**src/rtl/cdd_pkg.sv**
```systemverilog
`timescale 1ns / 1ps

package cdd_pkg;

   localparam int DAY_W = 5;
   localparam int MONTH_W = 4;
   localparam int YEAR_W = 14;
   localparam int HOUR_W = 5;
   localparam int MINUTE_W = 6;
   localparam int STATUS_W = 2;

   localparam int STAMP_W = DAY_W + MONTH_W + YEAR_W + HOUR_W + MINUTE_W;
   localparam int REQ_FIELDS_W = 2 * STAMP_W;
   localparam int REQ_DATA_W = ((REQ_FIELDS_W + 7) / 8) * 8;
   localparam int RSP_FIELDS_W = STATUS_W + 1 + YEAR_W + MONTH_W + DAY_W + HOUR_W + MINUTE_W;
   localparam int RSP_DATA_W = ((RSP_FIELDS_W + 7) / 8) * 8;

   localparam logic [STATUS_W-1:0] STATUS_OK = 2'd0;
   localparam logic [STATUS_W-1:0] STATUS_START_BAD = 2'd1;
   localparam logic [STATUS_W-1:0] STATUS_END_BAD = 2'd2;

   localparam logic [MINUTE_W-1:0] MINUTES_PER_HOUR = 6'd60;
   localparam logic [MINUTE_W-1:0] LAST_MINUTE = 6'd59;
   localparam logic [HOUR_W-1:0] HOURS_PER_DAY = 5'd24;
   localparam logic [HOUR_W-1:0] LAST_HOUR = 5'd23;
   localparam logic [MONTH_W-1:0] MONTHS_PER_YEAR = 4'd12;
   localparam logic [MONTH_W-1:0] MONTH_JAN = 4'd1;
   localparam logic [MONTH_W-1:0] MONTH_FEB = 4'd2;
   localparam logic [MONTH_W-1:0] MONTH_APR = 4'd4;
   localparam logic [MONTH_W-1:0] MONTH_JUN = 4'd6;
   localparam logic [MONTH_W-1:0] MONTH_SEP = 4'd9;
   localparam logic [MONTH_W-1:0] MONTH_NOV = 4'd11;
   localparam logic [MONTH_W-1:0] MONTH_DEC = 4'd12;
   localparam logic [DAY_W-1:0] DAYS_LONG = 5'd31;
   localparam logic [DAY_W-1:0] DAYS_SHORT = 5'd30;
   localparam logic [DAY_W-1:0] DAYS_FEB_LEAP = 5'd29;
   localparam logic [DAY_W-1:0] DAYS_FEB = 5'd28;

   // inverse of 25 modulo 2^14 and the largest multiple test value
   localparam logic [YEAR_W-1:0] INV_25 = 14'd7209;
   localparam logic [YEAR_W-1:0] DIV_25_LIMIT = 14'd655;

   typedef struct packed {
      logic [MINUTE_W-1:0] minute;
      logic [HOUR_W-1:0]   hour;
      logic [YEAR_W-1:0]   year;
      logic [MONTH_W-1:0]  month;
      logic [DAY_W-1:0]    day;
   } stamp_type;

   typedef struct packed {
      logic ok;
      logic leap;
   } check_type;

   typedef struct packed {
      logic [MINUTE_W-1:0] minutes;
      logic [HOUR_W-1:0]   hours;
      logic [DAY_W-1:0]    days;
      logic [MONTH_W-1:0]  months;
      logic [YEAR_W-1:0]   years;
      logic                swapped;
      logic [STATUS_W-1:0] status;
   } result_type;

   function automatic logic div_by_25(input logic [YEAR_W-1:0] y);
      logic [2*YEAR_W-1:0] prod;
      prod = {{YEAR_W{1'b0}}, y} * {{YEAR_W{1'b0}}, INV_25};
      return prod[YEAR_W-1:0] <= DIV_25_LIMIT;
   endfunction

   // divisible by 400, or by 4 and not by 100
   function automatic logic is_leap(input logic [YEAR_W-1:0] y);
      logic d25;
      d25 = div_by_25(y);
      return ((y[3:0] == 4'd0) && d25) || ((y[1:0] == 2'd0) && !d25);
   endfunction

   function automatic logic [DAY_W-1:0] month_len(input logic [MONTH_W-1:0] m,
                                                  input logic leap);
      logic [DAY_W-1:0] len;
      case (m) inside
         MONTH_FEB: len = leap ? DAYS_FEB_LEAP : DAYS_FEB;
         MONTH_APR, MONTH_JUN, MONTH_SEP, MONTH_NOV: len = DAYS_SHORT;
         default: len = DAYS_LONG;
      endcase
      return len;
   endfunction

endpackage

```
**src/rtl/calendar_datetime_difference_unit.sv**
```systemverilog
`timescale 1ns / 1ps

// Date-time difference: each item carries two date-times (day, month, year,
// hour, minute). Both are range checked with Gregorian leap years; a bad first
// date gives status 1, a bad second date status 2, both with all fields zero.
// Otherwise the earlier date is subtracted from the later one field by field
// with borrows (swapped set when the first was later). One item is taken every
// clock unless both registers are full and rsp_tready is low. The input register
// loads on the edge that accepts an item, and the result register loads from
// it when empty or when rsp_tready takes the waiting result. The two registers
// let new items enter while an earlier result waits on rsp_tready.
module calendar_datetime_difference_unit (
   input  logic                             clock,
   input  logic                             reset,
   input  logic                             req_tvalid,
   output logic                             req_tready,
   // start_day, start_month, start_year, start_hour, start_minute,
   // end_day, end_month, end_year, end_hour, end_minute, zero pad
   input  logic [cdd_pkg::REQ_DATA_W-1:0]   req_tdata,
   output logic                             rsp_tvalid,
   input  logic                             rsp_tready,
   // status, swapped, diff_years, diff_months, diff_days, diff_hours,
   // diff_minutes, zero pad
   output logic [cdd_pkg::RSP_DATA_W-1:0]   rsp_tdata
);

   logic req_valid_ff;
   logic req_valid_in;
   cdd_pkg::stamp_type start_ff;
   cdd_pkg::stamp_type start_in;
   cdd_pkg::stamp_type end_ff;
   cdd_pkg::stamp_type end_in;
   logic rsp_valid_ff;
   logic rsp_valid_in;
   cdd_pkg::result_type result_ff;
   cdd_pkg::result_type result_in;
   cdd_pkg::check_type start_check;
   cdd_pkg::check_type end_check;
   logic rsp_load;
   logic req_load;

   assign rsp_load = !rsp_valid_ff || rsp_tready;
   assign req_load = !req_valid_ff || rsp_load;
   assign req_tready = req_load;

   always_comb begin
      req_valid_in = req_load ? req_tvalid : req_valid_ff;
      rsp_valid_in = rsp_load ? req_valid_ff : rsp_valid_ff;
      start_in = cdd_pkg::stamp_type'(req_tdata[cdd_pkg::STAMP_W-1:0]);
      end_in = cdd_pkg::stamp_type'(req_tdata[cdd_pkg::REQ_FIELDS_W-1:cdd_pkg::STAMP_W]);
   end

   cdd_date_check u_start_check (
      .stamp (start_ff),
      .check (start_check)
   );

   cdd_date_check u_end_check (
      .stamp (end_ff),
      .check (end_check)
   );

   cdd_diff u_diff (
      .start_stamp (start_ff),
      .end_stamp   (end_ff),
      .start_check (start_check),
      .end_check   (end_check),
      .result      (result_in)
   );

   always_ff @(posedge clock) begin
      if (reset) begin
         req_valid_ff <= 1'b0;
         rsp_valid_ff <= 1'b0;
      end else begin
         req_valid_ff <= req_valid_in;
         rsp_valid_ff <= rsp_valid_in;
      end
   end

   always_ff @(posedge clock) begin
      if (req_load && req_tvalid) begin
         start_ff <= start_in;
         end_ff <= end_in;
      end
      if (rsp_load && req_valid_ff) begin
         result_ff <= result_in;
      end
   end

   assign rsp_tvalid = rsp_valid_ff;
   assign rsp_tdata = {{(cdd_pkg::RSP_DATA_W - cdd_pkg::RSP_FIELDS_W){1'b0}}, result_ff};

   a_accept_fills_stage: assert property (@(posedge clock) disable iff (reset)
      req_tvalid && req_tready |=> req_valid_ff)
      else $error("accepted item missing from input register");

   a_stage_moves_on: assert property (@(posedge clock) disable iff (reset)
      req_valid_ff && rsp_load |=> rsp_valid_ff)
      else $error("item lost between input and result register");

   a_bad_date_zero: assert property (@(posedge clock) disable iff (reset)
      rsp_valid_ff && (result_ff.status != cdd_pkg::STATUS_OK) |->
         !result_ff.swapped && (result_ff.years == '0) && (result_ff.months == '0)
         && (result_ff.days == '0) && (result_ff.hours == '0) && (result_ff.minutes == '0))
      else $error("invalid date with nonzero difference");

   a_ok_ranges: assert property (@(posedge clock) disable iff (reset)
      rsp_valid_ff && (result_ff.status == cdd_pkg::STATUS_OK) |->
         (result_ff.months < cdd_pkg::MONTHS_PER_YEAR) && (result_ff.days < cdd_pkg::DAYS_LONG)
         && (result_ff.hours <= cdd_pkg::LAST_HOUR)
         && (result_ff.minutes <= cdd_pkg::LAST_MINUTE))
      else $error("difference field out of range");

endmodule

```
**src/rtl/cdd_date_check.sv**
```systemverilog
`timescale 1ns / 1ps

module cdd_date_check (
   input  cdd_pkg::stamp_type stamp,
   output cdd_pkg::check_type check
);

   logic leap;
   logic [cdd_pkg::DAY_W-1:0] len;

   always_comb begin
      leap = cdd_pkg::is_leap(stamp.year);
      len = cdd_pkg::month_len(stamp.month, leap);
      check.leap = leap;
      check.ok = (stamp.hour <= cdd_pkg::LAST_HOUR)
              && (stamp.minute <= cdd_pkg::LAST_MINUTE)
              && (stamp.month >= cdd_pkg::MONTH_JAN)
              && (stamp.month <= cdd_pkg::MONTH_DEC)
              && (stamp.day != '0)
              && (stamp.day <= len);
   end

endmodule

```
**src/rtl/cdd_diff.sv**
```systemverilog
`timescale 1ns / 1ps

module cdd_diff (
   input  cdd_pkg::stamp_type  start_stamp,
   input  cdd_pkg::stamp_type  end_stamp,
   input  cdd_pkg::check_type  start_check,
   input  cdd_pkg::check_type  end_check,
   output cdd_pkg::result_type result
);

   logic later;
   cdd_pkg::stamp_type lo;
   cdd_pkg::stamp_type hi;
   logic lo_leap;
   logic [cdd_pkg::MINUTE_W:0] mi;
   logic [cdd_pkg::HOUR_W:0] ho;
   logic [cdd_pkg::DAY_W:0] da;
   logic [cdd_pkg::MONTH_W:0] mo;
   logic [cdd_pkg::YEAR_W:0] ye;
   logic [cdd_pkg::MINUTE_W-1:0] mi_fix;
   logic [cdd_pkg::HOUR_W-1:0] ho_fix;
   logic [cdd_pkg::DAY_W-1:0] da_fix;
   logic [cdd_pkg::MONTH_W-1:0] mo_fix;

   always_comb begin
      later = {start_stamp.year, start_stamp.month, start_stamp.day, start_stamp.hour,
               start_stamp.minute}
            > {end_stamp.year, end_stamp.month, end_stamp.day, end_stamp.hour,
               end_stamp.minute};
      lo = later ? end_stamp : start_stamp;
      hi = later ? start_stamp : end_stamp;
      lo_leap = later ? end_check.leap : start_check.leap;

      // borrow chain from minutes up to years
      mi = {1'b0, hi.minute} - {1'b0, lo.minute};
      mi_fix = mi[cdd_pkg::MINUTE_W] ? mi[cdd_pkg::MINUTE_W-1:0] + cdd_pkg::MINUTES_PER_HOUR
                                     : mi[cdd_pkg::MINUTE_W-1:0];
      ho = {1'b0, hi.hour} - {1'b0, lo.hour}
         - {{cdd_pkg::HOUR_W{1'b0}}, mi[cdd_pkg::MINUTE_W]};
      ho_fix = ho[cdd_pkg::HOUR_W] ? ho[cdd_pkg::HOUR_W-1:0] + cdd_pkg::HOURS_PER_DAY
                                   : ho[cdd_pkg::HOUR_W-1:0];
      da = {1'b0, hi.day} - {1'b0, lo.day} - {{cdd_pkg::DAY_W{1'b0}}, ho[cdd_pkg::HOUR_W]};
      da_fix = da[cdd_pkg::DAY_W] ? da[cdd_pkg::DAY_W-1:0]
                                    + cdd_pkg::month_len(lo.month, lo_leap)
                                  : da[cdd_pkg::DAY_W-1:0];
      mo = {1'b0, hi.month} - {1'b0, lo.month}
         - {{cdd_pkg::MONTH_W{1'b0}}, da[cdd_pkg::DAY_W]};
      mo_fix = mo[cdd_pkg::MONTH_W] ? mo[cdd_pkg::MONTH_W-1:0] + cdd_pkg::MONTHS_PER_YEAR
                                    : mo[cdd_pkg::MONTH_W-1:0];
      ye = {1'b0, hi.year} - {1'b0, lo.year} - {{cdd_pkg::YEAR_W{1'b0}}, mo[cdd_pkg::MONTH_W]};

      result = '0;
      if (!start_check.ok) begin
         result.status = cdd_pkg::STATUS_START_BAD;
      end else if (!end_check.ok) begin
         result.status = cdd_pkg::STATUS_END_BAD;
      end else begin
         result.status = cdd_pkg::STATUS_OK;
         result.swapped = later;
         result.years = ye[cdd_pkg::YEAR_W] ? '0 : ye[cdd_pkg::YEAR_W-1:0];
         result.months = mo_fix;
         result.days = da_fix;
         result.hours = ho_fix;
         result.minutes = mi_fix;
      end
   end

endmodule
```
**config.mk**
```make
export PLATFORM = sky130hd
export DESIGN_NAME = calendar_datetime_difference_unit
export DESIGN_NICKNAME = d
export VERILOG_FILES = /design/src/rtl/cdd_pkg.sv /design/src/rtl/calendar_datetime_difference_unit.sv /design/src/rtl/cdd_date_check.sv /design/src/rtl/cdd_diff.sv
export SDC_FILE = /design/constraint.sdc
export NUM_CORES = 1
export LEC_CHECK = 0
export BUFFER_PORTS_ARGS = -buffer_cell sky130_fd_sc_hd__clkbuf_2
export CAP_MARGIN = 5
export CORE_MARGIN = 2
export CORE_UTILIZATION = 40
export DETAILED_ROUTE_END_ITERATION = 8
export GPL_TIMING_DRIVEN = 0
export PLACE_DENSITY = 0.59
export SYNTH_ARGS = -nofsm -noshare
export SYNTH_HDL_FRONTEND = slang
export SYNTH_HIERARCHICAL = 1
export SYNTH_SLANG_ARGS = --single-unit
export TNS_END_PERCENT = 20
```
**constraint.sdc**
```tcl
create_clock -name clock -period 22.1 [get_ports clock]
set_clock_uncertainty 0.1 [all_clocks]
set_input_delay 3.315 -clock clock [delete_from_list [all_inputs] [get_ports clock]]
set_output_delay 3.315 -clock clock [all_outputs]
set_load 0.03 [all_outputs]
```
==> metrics.csv, run 1 <==
metric,value,unit
Post-CTS Hold Buffers,0,
# setup viols final,0,
sequential-to-total area share from yosys stat,0.348,
Pre-antenna DRT Iters,5,
Critical Path AT,12.31,ns
P_leak,4.85,nW
CTS tree,done,
hold crit path type,register to register,
Hold WS,0.395,ns
r2r setup slk,9.78,ns
hpwl dp,16.6,mm
multi-input logic area,5370,um2
Initial Utilization,0.406,
Num CTS Buffers,9,
CP top delay family,compound AO/OA/AOI/OAI gates,
Post-Syn Instances,905,
hold path cells,2,
Hold Crit Endpoint,rsp_tvalid,
die area,24200,um2
WL/cell,15.8,um
"slowest stage delay, CP",0.65,ns
most frequent cells in the layout,"inv_1 (140), ha_1 (140), clkbuf_2 (110)",
status,"finished, final reports clean",
CTS max path bufs,2,
worst r2r src,end_ff[12],
Required @ worst endpoint,22.10,ns
"Slew Viols, Final",0,
Clock transition at path regs,0.08,ns
detailed-route wire length,20.8,mm
CP Launch Type,register,
Slew HR,0.375,
"top cells by area, synth","edfxtp_1 (34%), ha_1 (19%), fa_1 (6.8%)",
antenna violations before repair,0,
Worst VDD drop,0.0410,mV
setup slack after layout,9.78,ns
FF-to-FF End,rsp_tdata[9],
GPL Wtd Cong,0.892,
placed cells,1302,
sequential standard cell area,3190,um2
Crit Path Class,register to register,
instance count on the critical path,47,
endpoint type of the worst setup path,register,
clock sinks,107,
Final Hold Viols,0,
die height,155,um
number of synthesized flops with an enable pin,105,
async set or reset register ratio after synthesis,0,
post-synth top area cell,edfxtp_1,
pin count of the biggest net entering global routing,69,
Max-Cap Viols,0,
final net count,1275,
DR iter-0 viols,380,
DR DRC count,0,
Power Dens Cells,74.4,nW/um2
Yosys warnings,6,
HP Start,req_valid_ff,
Area after DPL,10100,um2
Port Buf Inserts,110,
FMAX,0.0812,GHz
r2r worst-path depth,47,
Post-synth top flop,edfxtp_1,
Avg Synthesized Cell Area,10.1,um2
"Clk Latency, worst-skew pair",0.36,ns
n_diodes,0,
post-route ant nets,0,
Rows,55,
pre-CTS worst setup slack,9.73,ns
"Cell Area, Synth",9170,um2
gr ovfl total,0,
Setup TNS,0,ns
Yosys top cell area share,0.344,
RSZ-0062 raised after global routing,no,
"non-filler cells, final",1318,
worst-path fanout max,10,
Crit path top cell by count,fa_1,
Tot Pwr,772,uW
IO Pins,118,
synthesized flop and latch total,107,
H-Tree Depth,3,
# fillers,2172,
first-pass GRT wire length,33.0,mm
Slowest cell on crit path,edfxtp_1,
Crit path buffers/inverters,6,
chip width,155,um
worst-margin pin slew,0.938,ns
area grow syn2layout,13.1,%
final instance area,10400,um2
share of post-route cells with drive strength above 1,0.154,
vias in the first global route,6377,
Setup Buffers After CTS,0,
Final period util,0.557,
root buffer cell,clkbuf_16,
average via count per standard cell,5.10,
Overall Global Routing Usage,0.175,
Yosys cell types,72,
via count,6724,
core area,22600,um2
crit path time final,12.32,ns
Post-CTS Resized,0,
fin util,0.460,
==> power by group <==
part	internal (mW)	switching [mW]	leakage, nW
sequential	0.242	0.0142	1.02
combinational	0.155	0.203	3.69
clock	0.0783	0.0802	0.135
==> final cells by class <==
| class | count | share of cell area |
|---|---|---|
| multi-input cells | 643 | 0.518 |
| flip-flops and latches | 107 | 0.308 |
| repair buffers | 110 | 0.0531 |
| inverters | 140 | 0.0506 |
| well taps | 285 | 0.0344 |
| clock buffers | 9 | 0.0217 |
| plain buffers | 17 | 0.00880 |
| clock inverters | 7 | 0.00603 |
==> cell families after synthesis <==
group           Yosys count  share of synthesized area
compound gates          173                      0.121
xor+xnor                 48                     0.0556
fa+ha+maj               171                      0.259
buf+inv                 157                     0.0672
flops                   107                      0.348
mux                      15                     0.0179
other cells               1                   0.000409
simple gates            233                      0.131
==> tightest hold or removal path: cells and delay by family (launching register included) <==
kind / cells / cell delay (ns)
AOI/OAI and AO/OA: 1 / 0.05
buffers and inverters: 1 / 0.06
DFF: 1 / 0.34
==> Yosys cell counts, types with 4 or more instances <==
cell	number
a211oi_1	6
o31ai_1	5
inv_1	140
edfxtp_1	105
ha_1	140
o21a_1	7
nor2_1	78
nand3_1	12
a21o_1	5
nand2_1	43
o211ai_1	6
xor2_1	17
nor3_1	14
and3_1	16
a31oi_1	5
clkbuf_1	10
or3_1	7
xnor3_1	6
buf_4	5
mux2_2	4
xnor2_1	24
a21oi_1	70
nor2b_1	8
fa_1	31
o2111ai_1	4
nand2b_1	18
o21ai_0	30
o22ai_1	5
mux2i_1	9
and2_1	4
nand4_1	12
==> routing by layer <==
layer / global-route usage / vias to the layer above / wire length, um
met5: 0 / - / 0
met4: 0.0572 / 0 / 354
met3: 0.0259 / 22 / 1070
li1: - / 3422 / -
met1: 0.260 / 3108 / 10600
met2: 0.263 / 172 / 8830
==> sequential cells by signal, summed over array words and instances (netlist names) <==
name and cells:
req_valid_ff 1, rsp_tvalid 1, start_ff 34, end_ff 34, rsp_tdata 37
==> how the worst max path moves through the flow <==
stage | start | to
floorplan | start_ff[11] | rsp_tdata[10]
global placement | end_ff[11] | rsp_tdata[10]
global route | end_ff[11] | rsp_tdata[9]
detailed placement | end_ff[11] | rsp_tdata[9]
finish | end_ff[12] | rsp_tdata[9]
CTS | end_ff[11] | rsp_tdata[9]
(Power assumes the default switching activity.)
==> inputs of run 2 (changes only) <==
--- a/config.mk
+++ b/config.mk
@@ -5,13 +5,14 @@
 export SDC_FILE = /design/constraint.sdc
 export NUM_CORES = 1
 export LEC_CHECK = 0
+export ABC_AREA = 1
 export BUFFER_PORTS_ARGS = -buffer_cell sky130_fd_sc_hd__clkbuf_2
 export CAP_MARGIN = 5
 export CORE_MARGIN = 2
 export CORE_UTILIZATION = 40
 export DETAILED_ROUTE_END_ITERATION = 8
 export GPL_TIMING_DRIVEN = 0
-export PLACE_DENSITY = 0.59
+export PLACE_DENSITY = 0.58
 export SYNTH_ARGS = -nofsm -noshare
 export SYNTH_HDL_FRONTEND = slang
 export SYNTH_HIERARCHICAL = 1
==> constraint.sdc (replaced) <==
create_clock -name clock -period 12.7 [get_ports clock]
set_clock_uncertainty 0.1 [all_clocks]
set_input_delay 1.905 -clock clock [delete_from_list [all_inputs] [get_ports clock]]
set_output_delay 1.905 -clock clock [all_outputs]
set_load 0.03 [all_outputs]
==> run 2 against run 1 <==
  * Area after synthesis increased by 8.9%
  * Sequential share of layout area down 2.4 points
  * Total power grew 82%
  * Cell count rose by 28%
  * Critical path depth is 6 higher
  * Core utilization up 0.24 points
  * Register-to-register slack got worse by 7.2 ns
  * Hold slack better by 0.014 ns
  * Sequential power is 72% higher
==> metrics.csv, run 2 <==
metric,value,unit
"Clk Latency, worst-skew pair",0.36,ns
antenna violations before repair,0,
Yosys warnings,6,
chip width,162,um
# fillers,2484,
async set or reset register ratio after synthesis,0,
most frequent cells after synthesis,"nand2_1 (275), inv_1 (268), ha_1 (140)",
synthesized flop and latch total,107,
Setup Buffers After CTS,0,
DR DRC count,0,
IO Pins,118,
CTS max path bufs,2,
Final period util,0.795,
Post-synth top flop,edfxtp_1,
number of synthesized flops with an enable pin,105,
Max-Cap Viols,0,
Power Dens Cells,125,nW/um2
Clock transition at path regs,0.08,ns
Num CTS Buffers,9,
share of post-route cells with drive strength above 1,0.156,
WL/cell,13.3,um
gr ovfl total,0,
Required @ worst endpoint,12.72,ns
Yosys cell types,50,
detailed-route wire length,22.6,mm
endpoint type of the worst setup path,register,
"slowest stage delay, CP",0.62,ns
Post-CTS Resized,0,
via count,7869,
vias in the first global route,7488,
Final Hold Viols,0,
hold crit path type,register to register,
first-pass GRT wire length,36.8,mm
hold path cells,2,
worst-margin pin slew,0.890,ns
H-Tree Depth,3,
GPL Wtd Cong,0.890,
crit path time final,10.10,ns
hpwl dp,18.4,mm
RSZ-0062 raised after global routing,no,
n_diodes,0,
status,"finished, final reports clean",
Worst VDD drop,0.0584,mV
"Slew Viols, Final",0,
root buffer cell,clkbuf_16,
Initial Utilization,0.410,
post-synth top area cell,edfxtp_1,
most frequent cells in the layout,"nand2_1 (275), inv_1 (267), ha_1 (140)",
Setup TNS,0,ns
max reg flops,37,
FMAX,0.0990,GHz
Rows,57,
CP Launch Type,register,
Post-Syn Instances,1240,
most common library cell in the layout ignoring fill and taps,nand2_1,
Pre-antenna DRT Iters,5,
clock sinks,107,
CTS tree,done,
final net count,1611,
Tot Pwr,1.40,mW
r2r worst-path depth,53,
Port Buf Inserts,110,
P_leak,6.00,nW
core area,24400,um2
average via count per standard cell,4.65,
post-route ant nets,0,
Avg Synthesized Cell Area,8.06,um2
Slowest cell on crit path,edfxtp_1,
Overall Global Routing Usage,0.179,
Slew HR,0.407,
DR iter-0 viols,417,
worst-path fanout max,10,
Critical Path AT,10.12,ns
Crit Path Class,register to register,
die height,162,um
most frequent cell after synthesis,nand2_1,
# setup viols final,0,
die area,26300,um2
"top cells by area, synth","edfxtp_1 (32%), ha_1 (18%), nand2_1 (10%)",
Post-CTS Hold Buffers,0,
sequential-to-total area share from yosys stat,0.320,
Yosys top cell area share,0.316,
"Cell Area, Synth",9990,um2
area grow syn2layout,12.9,%
pin count of the biggest net entering global routing,69,
[run 2: cell count changes in the layout (fill, tap and decap cells not counted), sizes merged, moves of 16 or more]
| cell | previous run | this run |
|---|---|---|
| nand2 | 43 | 299 |
| inv | 142 | 280 |
| nand3 | 12 | 62 |
| nor2 | 79 | 121 |
| a21oi | 72 | 45 |
| o21ai | 33 | 52 |
| nand2b | 18 | 0 |
| and3 | 16 | 0 |
[run 2: per-layer routing]
metal	vias up	routed length [um]	GRT usage
li1	4192	-	-
met4	0	367	0.0555
met1	3507	11800	0.260
met5	-	0	0
met3	21	890	0.0222
met2	149	9490	0.277
[run 2: final timing paths]
check	startpoint	endpoint	slack (ns)
max reg2reg	start_ff[10]	rsp_tdata[15]	2.60
min reg2reg	req_valid_ff	req_valid_ff	0.41
max	start_ff[10]	rsp_tdata[15]	2.60
min	req_valid_ff	req_valid_ff	0.41
[run 2: stage by stage]
stage                     utilization  setup slack, ns  std cells  instance area [um2]  hold WS [ns]
after CTS                       0.462             2.55       1693                11300         0.413
after global placement          0.449             2.68       1676                11000         0.368
after floorplan                     -             3.91       1242                10000         0.357
after detailed placement        0.450             2.56       1677                11000         0.402
after global routing            0.462             1.72       1693                11300         0.435
final                           0.462             2.60       1693                11300         0.409
[run 2: cells by family (layout without fill, tap and decap cells)]
logic type,after synthesis,in the layout,share of synthesized area
adders and majority gates,171,171,0.238
DFF,107,107,0.320
buffers and inverters,293,420,0.117
xor gates and xnor gates,22,22,0.0200
and+or+nand+nor,529,529,0.237
muxes,1,1,0.00100
other,1,3,0.000375
AOI/OAI and AO/OA,116,116,0.0670
[run 2: report_power, final]
group	switching [mW]	internal [mW]	total [mW]
clock network	0.137	0.142	0.279
registers	0.0224	0.419	0.441
logic	0.426	0.258	0.684
total	0.585	0.819	1.40
[run 2: critical path: cells and delay by family, from the launching register on]
family	cells	cell delay [ns]
compound gates	9	1.52
xor+xnor	2	0.39
fa+ha+maj	10	3.57
buf+inv	8	0.77
flops	1	0.62
simple gates	24	2.90
[run 2: layout make-up]
type | instances | area [um2] | area share
tap | 324 | 405 | 0.0360
timing repair buffer | 111 | 571 | 0.0506
multi-input combinational | 842 | 5640 | 0.501
inverter | 277 | 1040 | 0.0925
clock inverter | 5 | 43.8 | 0.00388
buffer | 16 | 130 | 0.0115
clock buffer | 11 | 243 | 0.0215
sequential | 107 | 3190 | 0.283
